### config.mk
export PLATFORM = sky130hd
export DESIGN_NAME = heq_div
export DESIGN_NICKNAME = d
export VERILOG_FILES = /design/src/rtl/histogram_equalizer_top_assert.svh /design/src/rtl/heq_pkg.sv /design/src/rtl/heq_div.sv
export SDC_FILE = /design/constraint.sdc
export NUM_CORES = 1
export LEC_CHECK = 0
export BUFFER_PORTS_ARGS = -buffer_cell sky130_fd_sc_hd__buf_4
export CAP_MARGIN = 5
export CORE_MARGIN = 1
export CORE_UTILIZATION = 49
export DETAILED_ROUTE_END_ITERATION = 10
export PLACE_DENSITY = 0.8
export RECOVER_POWER = 50
export REMOVE_ABC_BUFFERS = 1
export SLEW_MARGIN = 10
export SYNTH_ARGS = -nofsm -noshare
export SYNTH_HDL_FRONTEND = slang
export SYNTH_SLANG_ARGS = --single-unit
### constraint.sdc
create_clock -name clk -period 4.9 [get_ports clk]
set_input_delay 0.98 -clock clk [delete_from_list [all_inputs] [get_ports clk]]
set_output_delay 0.98 -clock clk [all_outputs]
set_load 0.01 [all_outputs]
### src/rtl/histogram_equalizer_top_assert.svh
// Assertion macros for the histogram equalizer top level.
// Depends on signals named clk and rst_n in the module that includes it.
`ifndef HISTOGRAM_EQUALIZER_TOP_ASSERT_SVH
`define HISTOGRAM_EQUALIZER_TOP_ASSERT_SVH

// Same-cycle implication, disabled during reset.
`define HEQ_ASSERT_IMP(label, ante, cons, msg) \
    label: assert property (@(posedge clk) disable iff (!rst_n) (ante) |-> (cons)) \
        else $error(msg);

// Next-cycle implication, disabled during reset.
`define HEQ_ASSERT_NXT(label, ante, cons, msg) \
    label: assert property (@(posedge clk) disable iff (!rst_n) (ante) |=> (cons)) \
        else $error(msg);

`endif

### src/rtl/heq_pkg.sv
// Shared constants, types and codes of the histogram equalizer.
// No dependencies; the divider, top and sim files import it.
`timescale 1ns / 1ps

package heq_pkg;

    localparam int LEVELS     = 256;
    localparam int COUNT_BITS = 18;
    localparam int IDX_BITS   = $clog2(LEVELS);
    localparam int MAP_BITS   = 8;
    localparam int CUM_BITS   = COUNT_BITS + IDX_BITS;
    localparam int NUM_BITS   = CUM_BITS + MAP_BITS;
    localparam int STEP_BITS  = $clog2(MAP_BITS);

    localparam logic [IDX_BITS-1:0]   LAST_IDX  = IDX_BITS'(LEVELS - 1);
    localparam logic [COUNT_BITS-1:0] COUNT_MAX = {COUNT_BITS{1'b1}};
    localparam logic [MAP_BITS-1:0]   MAX_LEVEL = {MAP_BITS{1'b1}};

    typedef enum logic [1:0] {
        MODE_CLEAR,
        MODE_COUNT,
        MODE_BUILD,
        MODE_MAP
    } mode_t;

    typedef enum logic [2:0] {
        ST_IDLE,
        ST_READ,
        ST_ACCUM,
        ST_DIVIDE,
        ST_WAIT
    } state_t;

    typedef struct packed {
        logic                  start;
        logic [NUM_BITS-1:0]   num;
        logic [COUNT_BITS-1:0] den;
    } div_req_t;

    typedef struct packed {
        logic                done;
        logic [MAP_BITS-1:0] quot;
    } div_rsp_t;

endpackage

### src/rtl/heq_div.sv
// Restoring divider for floor(num / den), one quotient bit per cycle,
// saturated at the top map level and forced to zero for a zero divisor. Uses heq_pkg.
`timescale 1ns / 1ps

module heq_div (
    input  logic               clk,
    input  logic               rst_n,
    input  heq_pkg::div_req_t  req,
    output heq_pkg::div_rsp_t  rsp
);

    import heq_pkg::*;

    logic                 busy_reg;
    logic                 done_reg;
    logic [STEP_BITS-1:0] step_reg;
    logic [NUM_BITS-1:0]  rem_reg;
    logic [NUM_BITS-1:0]  dsh_reg;
    logic [MAP_BITS-1:0]  quot_reg;
    logic                 zero_reg;
    logic                 sat_reg;
    logic                 fits;

    assign fits = rem_reg >= dsh_reg;

    always_ff @(posedge clk or negedge rst_n)
    begin
        if (!rst_n)
        begin
            busy_reg <= 1'b0;
            done_reg <= 1'b0;
            step_reg <= '0;
        end
        else
        begin
            done_reg <= 1'b0;
            if (req.start)
            begin
                busy_reg <= 1'b1;
                step_reg <= '0;
            end
            else if (busy_reg)
            begin
                step_reg <= step_reg + 1'b1;
                if (step_reg == STEP_BITS'(MAP_BITS - 1))
                begin
                    busy_reg <= 1'b0;
                    done_reg <= 1'b1;
                end
            end
        end
    end

    // A quotient that does not fit in the map width saturates, so only
    // MAP_BITS quotient bits are ever developed.
    always_ff @(posedge clk)
    begin
        if (req.start)
        begin
            rem_reg  <= req.num;
            dsh_reg  <= NUM_BITS'(req.den) << (MAP_BITS - 1);
            quot_reg <= '0;
            zero_reg <= (req.den == '0);
            sat_reg  <= (req.num >= (NUM_BITS'(req.den) << MAP_BITS));
        end
        else if (busy_reg)
        begin
            if (fits)
            begin
                rem_reg <= rem_reg - dsh_reg;
            end
            dsh_reg  <= dsh_reg >> 1;
            quot_reg <= {quot_reg[MAP_BITS-2:0], fits};
        end
    end

    always_comb
    begin
        rsp.done = done_reg;
        if (zero_reg)
        begin
            rsp.quot = '0;
        end
        else if (sat_reg)
        begin
            rsp.quot = MAX_LEVEL;
        end
        else
        begin
            rsp.quot = quot_reg;
        end
    end

endmodule

==> metrics.txt <==
Post-Syn Instances 642; P&R area growth vs syn 13.1%; DRC viols 0; Top Layer Used met4; CP Capture Type flop; switching power share of the total 0.419; Vias 5129; post-CTS setup buffers 0; Initial Utilization 0.505; mean cell area of the mapped netlist 8.56 sq um; Die Y 108 microns; Flop pwr share 0.318; Cell Area, Synth 0.00550 sq mm; failing checks capacitance limit, slew limit; number of synthesized flops with an enable pin 54; IO Count 64; Fin. Hold Viols 0; Filler Cells Inserted 996; worst path required time 4.92 ns; Yosys cell types 58; number of global-route vias before repair 4888; Min Hold Slack 0.445 ns; Max clock buf depth 2; vias per cell 6.16; cts hold-fix bufs 0; Port Buf Inserts 63; fin area 0.00621 sq mm; critical path launch point type input pin; final setup vio count 0; r2r startpoint rem_reg[0]; most common cell after layout, fill and taps aside nor2_1; global-route wire length before repair 24500 microns; Synth async-reset ratio 0.0676; Yosys reg bits 74; status finished, violations left; Die ar. 0.0116 sq mm; Seq/Total Area, Yosys 0.372; Die Wd 108 microns; nets 789; Combinational Power Share 0.495; Clock Latency Late Sink 0.37 ns; GPL Wtd Cong 0.957; largest net degree at the start of global routing 79; PnR worst setup slack 1.16 ns; total negative setup slack 0 ns; reg2reg end rem_reg[1]; Final period util 0.763; largest area contributor in the netlist edfxtp_1; Yosys warning count 0; leading post-synthesis cells by cell area edfxtp_1 30%, ha_1 10%, dfxtp_1 5.5%, nor2_1 5.1%, nand2_1 4.4%; Final Max Slew Viols 42; Power Internal 1.68 mW; pwr dens 464 mW/mm^2; layout cells sized above 1 0.114; Final HPWL DP 11500 microns; root buf cell clkbuf_8; Max Cap Viol 1; global route total overflow 0; Post-CTS Resized 0; Placement Cell Area 0.00605 sq mm; Slew Limit Headroom -0.293; Data arrival, critical path 3.76 ns; Worst Path Max Fanout 41; fmax 268 MHz; Routed Antenna Nets 0; Total Wirelength 15400 microns; Rows 38; top cell type's share of synthesized area 0.295; CTS HTree Levels 3; All-Layer GR Usage 0.275; Tot Pwr 2.88 mW; clock share of power 0.187; metal1 wirelength 6770 microns; wire per inst 18.5 microns; 1st-iter DRT viols 481; Slew @ Worst Pin 1.94 ns; CTS sink count 74; final core occ 0.571; Reg2Reg Setup Slack 1.58 ns; most frequent cells in the layout 74 x nor2_1, 65 x nand2_1, 55 x buf_4, 54 x edfxtp_1, 47 x inv_1; Min-Delay Path Class in2async; RSZ-0062 raised after global routing false; Clock Skew 0.0123 ns; Core Area 0.0109 sq mm; fin crit period 3.74 ns; pre-CTS WS 1.60 ns; max reg flops 34; Final Instance Count excl. Fillers 833; routed wl met3 1130 microns; IR drop worst, VDD 0.194 mV; Post-Place Cells 817; total CTS buffers 9; CTS tree yes; Diodes inserted 0; NetSw 1.21 mW; WS Path Type in2reg; Synth Flop Type edfxtp_1; Pre-antenna DRT Iters 5; Reg2Reg Depth 10; Pleak 2.70 nW; Reg clk slew, reported paths 0.08 ns; initial antenna violation count 0; met2 wire len 7230 microns
==> power groups by stage <==
stage | clock, mW | combinational, mW | sequential [mW]
6_report | 0.539 | 1.43 | 0.916
2_1_floorplan | 0 | 1.03 | 0.904
4_1_cts | 0.539 | 1.40 | 0.915
5_1_grt | 0.563 | 1.57 | 0.931
3_5_place_dp | 0 | 1.39 | 0.928
3_3_place_gp | 0 | 1.36 | 0.918
==> cell usage after synthesis, drive strengths merged, types with 13 or more instances <==
| master | number |
|---|---|
| nand2 | 65 |
| edfxtp | 54 |
| a21oi | 42 |
| dfxtp | 15 |
| clkbuf | 19 |
| nand4 | 17 |
| nor2 | 74 |
| mux2i | 17 |
| inv | 47 |
| o31ai | 23 |
| buf | 13 |
| o21ai | 42 |
| nor2b | 14 |
| ha | 45 |
==> how the worst max path moves through the flow <==
stage / from / endpoint / cells after the start
finish: req[52] / rem_reg[1] / 5
global route: req[52] / rem_reg[25] / 5
CTS: rem_reg[0] / rem_reg[1] / 10
detailed placement: rem_reg[0] / rem_reg[18] / 10
global placement: rem_reg[0] / rem_reg[28] / 10
floorplan: rem_reg[0] / rem_reg[0] / 9
==> kinds of logic after synthesis <==
group,share of synthesized area
mux,0.0310
fa+ha+maj,0.106
flops,0.372
compound gates,0.203
xor+xnor,0.0175
buf+inv,0.0556
simple gates,0.215
==> routing by layer <==
| metal | global-route usage | vias to the layer above |
|---|---|---|
| met5 | 0 | - |
| met2 | 0.460 | 211 |
| li1 | - | 2453 |
| met3 | 0.0454 | 21 |
| met4 | 0.0930 | 0 |
| met1 | 0.359 | 2444 |
==> area by class of cell <==
type,count,area [sq um],area share
Clock inverter,5,80.1,0.0129
Timing Repair Buffer,67,458,0.0737
Sequential cell,74,2050,0.329
Inverter,47,176,0.0284
Clock buffer,11,131,0.0211
Tap cell,140,175,0.0282
Multi-Input combinational cell,489,3150,0.506
==> critical path, stage by stage <==
cell	delay, ns
clkbuf_1	1.35
inv_1	0.26
buf_4	0.35
o21ai_2	0.31
buf_4	0.48
Power figures use the tool's default switching activity.
