[config.mk]
export PLATFORM = sky130hd
export DESIGN_NAME = heq_ram
export DESIGN_NICKNAME = d
export VERILOG_FILES = /design/src/rtl/histogram_equalizer_top_assert.svh /design/src/rtl/heq_ram.sv
export SDC_FILE = /design/constraint.sdc
export NUM_CORES = 2
export LEC_CHECK = 0
export ABC_CLOCK_PERIOD_IN_PS = 6800
export BUFFER_PORTS_ARGS = -buffer_cell sky130_fd_sc_hd__buf_4
export CORE_AREA = 4 4 356 358
export DETAILED_ROUTE_END_ITERATION = 8
export DIE_AREA = 0 0 360 362
export PLACE_DENSITY = 0.81
export SLEW_MARGIN = 0
export SYNTH_ARGS = -nofsm -noshare
export SYNTH_HDL_FRONTEND = slang
export SYNTH_SLANG_ARGS = --single-unit
[constraint.sdc]
create_clock -name clk -period 6.8 [get_ports clk]
set_clock_uncertainty 0.1 [all_clocks]
set_input_delay 1.36 -clock clk [delete_from_list [all_inputs] [get_ports clk]]
set_output_delay 1.36 -clock clk [all_outputs]
set_load 0.01 [all_outputs]
[src/rtl/histogram_equalizer_top_assert.svh]
// Assertion macros for the histogram equalizer top level.
// Depends on signals named clk and rst_n in the module that includes it.
`ifndef HISTOGRAM_EQUALIZER_TOP_ASSERT_SVH
`define HISTOGRAM_EQUALIZER_TOP_ASSERT_SVH

// Same-cycle implication, disabled during reset.
`define HEQ_ASSERT_IMP(label, ante, cons, msg) \
    label: assert property (@(posedge clk) disable iff (!rst_n) (ante) |-> (cons)) \
        else $error(msg);

// Next-cycle implication, disabled during reset.
`define HEQ_ASSERT_NXT(label, ante, cons, msg) \
    label: assert property (@(posedge clk) disable iff (!rst_n) (ante) |=> (cons)) \
        else $error(msg);

`endif

[src/rtl/heq_ram.sv]
// Generic single-clock RAM: one write port, one read port, registered read data.
// No dependencies.
`timescale 1ns / 1ps

module heq_ram #(
    parameter int DATA_BITS = 8,
    parameter int ADDR_BITS = 8
) (
    input  logic                 clk,
    input  logic                 wr_en,
    input  logic [ADDR_BITS-1:0] wr_addr,
    input  logic [DATA_BITS-1:0] wr_data,
    input  logic                 rd_en,
    input  logic [ADDR_BITS-1:0] rd_addr,
    output logic [DATA_BITS-1:0] rd_data
);

    localparam int DEPTH = 1 << ADDR_BITS;

    logic [DATA_BITS-1:0] mem [DEPTH];
    logic [DATA_BITS-1:0] rd_data_reg;

    // A read of the address being written returns the old contents.
    always_ff @(posedge clk)
    begin
        if (wr_en)
        begin
            mem[wr_addr] <= wr_data;
        end
        if (rd_en)
        begin
            rd_data_reg <= mem[rd_addr];
        end
    end

    assign rd_data = rd_data_reg;

endmodule

==> results.txt <==
----------------------------------------------------
[Floorplanning]
  Cell Rows ... between 100 and 150
  Die boundary height ... 362 um
  I/O pin cnt ... 35
  Overall die area ... between 100000 and 150000 um2
  Initial core utilization ... 0.6458
  Area of the core ... roughly 120000 um2
  Horiz. Die Dim ... around 360 um

[Placement]
  Global placement routability congestion ... 0.8900
  HPWL after detailed placement ... 114100 um
  Port bufs ... 34

[Logic synthesis]
  Number of instances in the synthesized netlist ... roughly 3700
  Proportion of synthesized chip area in sequential cells ... 0.7753
  Top-count cell post-synth ... sky130_fd_sc_hd__edfxtp_1
  Most frequent cells after synthesis ... sky130_fd_sc_hd__edfxtp_1 (2056), sky130_fd_sc_hd__mux4_2 (454), sky130_fd_sc_hd__nor2_1 (282), sky130_fd_sc_hd__mux2i_1 (134), sky130_fd_sc_hd__a22oi_1 (133)
  Netlist area before placement ... roughly 80000 um2
  Proportion of netlist area held by the largest area contributor ... 0.7753
  Post-synth EDFFs ... roughly 2100
  Yosys synthesis warning count ... 0
  Post-synthesis area per instance ... roughly 21 um2
  Number of unique standard cell types used by synthesis ... 54
  Predominant post-synthesis flop cell ... sky130_fd_sc_hd__edfxtp_1
  Number of register bits inferred by synthesis ... about 2100
  Fraction of registers with async set/reset ... 0
  Cell taking the most area after synthesis ... sky130_fd_sc_hd__edfxtp_1
  Syn_nets ... roughly 3800
  Main area contributors after synthesis ... sky130_fd_sc_hd__edfxtp_1 (78%), sky130_fd_sc_hd__mux4_2 (13%), sky130_fd_sc_hd__mux2i_1 (1.7%)

[Clock network]
  CTS Buf Count ... 193
  Worst-path clk slew ... approximately 0.06 ns
  Resized cells post-CTS ... 0
  Sink count of the clock tree ... 2056
  Source-to-sink clock delay at the later pin of the worst-skew pair ... 0.83 ns
  Post-CTS repair timing setup buffer count ... 0
  CTS tree ... done
  Number of H-tree branching levels ... 4
  Clk buf depth ... 3
  CTS Root Buffer Type ... sky130_fd_sc_hd__clkbuf_16
  Hold-fix buffer count after cts ... 0

[Pwr]
  Part of the total power dissipated in the clock network ... 0.401
  Leakage ... between 20 and 30 nW
  Comb power frac ... 0.049
  Switching Share ... 0.2166
  Sequential cell fraction of total power ... 0.550
  Power density normalized to cell area ... between 200 and 300 nW/um2
  Net switching power of the design ... about 5.5 mW
  Maximum resistive drop on vdd ... ~0.00028 V
  Design internal power ... 19.96 mW

[Global route]
  Pin count of the biggest net entering global routing ... just under 200
  Final global-route overflow total ... 0
  Via count of the first global-routing pass ... 41040
  Wire length of the first global-routing pass ... about 290000 um
  Antenna violations before repair ... 25
  Overall fraction of global-route tracks in use ... 0.3130

[Critical path]
  Worst reg2reg setup slack ... between 3 and 4 ns
  Worst reg2reg endpoint ... rd_data[5]$_DFFE_PP_
  Critical Setup Path Class ... in2reg
  Arrival @ worst endpoint ... 5.03 ns
  Stages on the worst setup path ... 7
  Family with the most delay on the worst path ... simple AND/OR/NAND/NOR gates
  Startpoint Class ... primary input
  CP bufs+invs ... 1
  Depth of the worst register-to-register path ... 6
  Critical-path top delay cell ... sky130_fd_sc_hd__nor4_1
  Slowest stage delay, CP ... between 1 and 1.5 ns
  RR Startpoint ... mem[34][5]$_DFFE_PP_
  Worst path required time ... 7.21 ns
  Largest driver fanout on the critical path ... slightly above 80
  Worst setup EP type ... register
  List of cells traversed by the critical path ... buf_8, nand3b_1, o22ai_1, o21ai_0, nand3_1, nor4_1, nor4_2

[Run status]
  Outcome ... finished, violations left
  Failing checks ... max-capacitance violations, max-slew violations

[Timing]
  Number of hold-slack violations in the final timing report ... 0
  Fmax ... roughly 220 MHz
  Unrepaired setup endpoints after global routing ... false
  Worst Hold Slack ... a little over 0.8 ns
  Setup TNS ... 0 ns
  Tightest Pin Transition ... between 1.5 and 2 ns
  Relative slew slack ... -0.02140
  Setup Viol. Count Final ... 0
  Max-slew violation total from the final report ... 2
  Post-layout min period ... between 4 and 5 ns
  Fraction of the cycle the final worst path needs ... 0.6790

[Routing]
  Average vias per placed instance ... ~7.3
  Residual DRC count ... 0
  Number of optimization iterations in the first detailed-route pass ... 8
  Violation count after the first detailed-route iteration ... 7759
  DRT antenna net count ... 0
  Routed length per instance ... about 36 um
  Routed vias ... 41110
  Drt total wl ... just over 200000 um

[Layout]
  Multi-input gate area ... about 16000 um2
  Filler cells ... approximately 6800
  Layout net count ... approximately 3800
  Seq. cell area ... 61740 um2
  Ratio of cells with drive above 1 in the final layout ... 0.2119
  P&R area growth vs syn ... 9.703%
  Final Util ... 0.7085
  Number of flip-flops under the largest register name ... around 2000

[Worst hold path]
  Endpoint of the worst hold-timing path ... rd_data[1]$_DFFE_PP_
  Hold path startpoint ... rd_en
  Cells on Worst Hold Path ... 1
  Hold WC Path Type ... in2reg

[Job]
  Maximum Capacitance Violations ... 1

----------------------------------------------------
routing by layer:
metal | part of all wire | global-route usage
met5 | 0.0010 | 0
met4 | 0.059 | 0.1576
met3 | 0.13 | 0.09130
met2 | 0.48 | 0.4808
met1 | 0.33 | 0.4187
worst max path at each step:
| stage | slack, ns | end | start |
|---|---|---|---|
| after detailed placement | 1.59 | rd_data[0]$_DFFE_PP_ | rd_addr[0] |
| after CTS | 2.46 | rd_data[0]$_DFFE_PP_ | rd_addr[0] |
| final | 2.18 | rd_data[0]$_DFFE_PP_ | rd_addr[1] |
| after floorplan | 3.26 | rd_data[2]$_DFFE_PP_ | rd_addr[0] |
| after global placement | 1.41 | rd_data[7]$_DFFE_PP_ | rd_addr[1] |
| after global routing | 2.35 | rd_data[0]$_DFFE_PP_ | rd_addr[0] |
worst reg2reg max path: cells and delay by family (launching register included):
kind | cells | cell delay [ns]
AO/OA/AOI/OAI | 3 | 1.71
flip-flops | 1 | 0.37
multiplexers | 1 | 0.46
AND/OR/NAND/NOR | 2 | 0.26
layout make-up:
type / count / area share
antenna: 16 / 0.0004583
multi-input combinational: 1442 / 0.1888
clock inverter: 112 / 0.009997
tap: 1637 / 0.02344
clock buffer: 240 / 0.05754
timing repair buffer: 116 / 0.01295
inverter: 2 / 0.00008593
sequential: 2056 / 0.7067
cell families after synthesis:
| group | Yosys count | share of synthesized area |
|---|---|---|
| AO/OA/AOI/OAI | 385 | 0.03416 |
| flip-flops | 2056 | 0.7753 |
| AND/OR/NAND/NOR | 466 | 0.02625 |
| multiplexers | 591 | 0.1460 |
| buffers and inverters | 235 | 0.01829 |
power by group through the flow:
stage	sequential, mW	clock (mW)	combinational (mW)
after floorplan	14.3	0	0.679
after global placement	14.3	0	1.17
after detailed placement	14.3	0	1.20
after CTS	14.0	10.3	1.22
after global routing	14.0	10.8	1.29
final	14.0	10.2	1.24
placed cells by master (no fill, tap or decap), types with 16 or more instances in the layout:
cell,netlist,routed
sky130_fd_sc_hd__clkinv_2,0,28
sky130_fd_sc_hd__a21oi_1,96,96
sky130_fd_sc_hd__nor2b_1,31,28
sky130_fd_sc_hd__o22ai_1,28,28
sky130_fd_sc_hd__buf_4,27,88
sky130_fd_sc_hd__nand2_1,33,33
sky130_fd_sc_hd__nor4_1,24,19
sky130_fd_sc_hd__clkinv_1,1,60
sky130_fd_sc_hd__nand3_1,34,34
sky130_fd_sc_hd__clkbuf_1,111,46
sky130_fd_sc_hd__mux4_2,454,454
sky130_fd_sc_hd__nor2_1,282,279
sky130_fd_sc_hd__clkbuf_16,0,194
sky130_fd_sc_hd__a211oi_1,16,16
sky130_fd_sc_hd__buf_12,8,16
sky130_fd_sc_hd__a22oi_1,133,133
sky130_fd_sc_hd__edfxtp_1,2056,2056
sky130_fd_sc_hd__mux2i_1,134,134
sky130_fd_sc_hd__diode_2,0,16
sky130_fd_sc_hd__o221ai_1,46,46
sky130_fd_sc_hd__nor3_1,22,22
stage by stage:
stage,std cells,setup slack [ns],power (mW),cell area (um2)
after floorplan,3733,3.264,14.94,79640
after global placement,5251,1.410,15.44,81390
after detailed placement,5252,1.587,15.48,81420
after CTS,5604,2.456,25.48,87320
after global routing,5607,2.348,26.13,87330
final,5621,2.183,25.47,87360
Power figures use the tool's default switching activity.
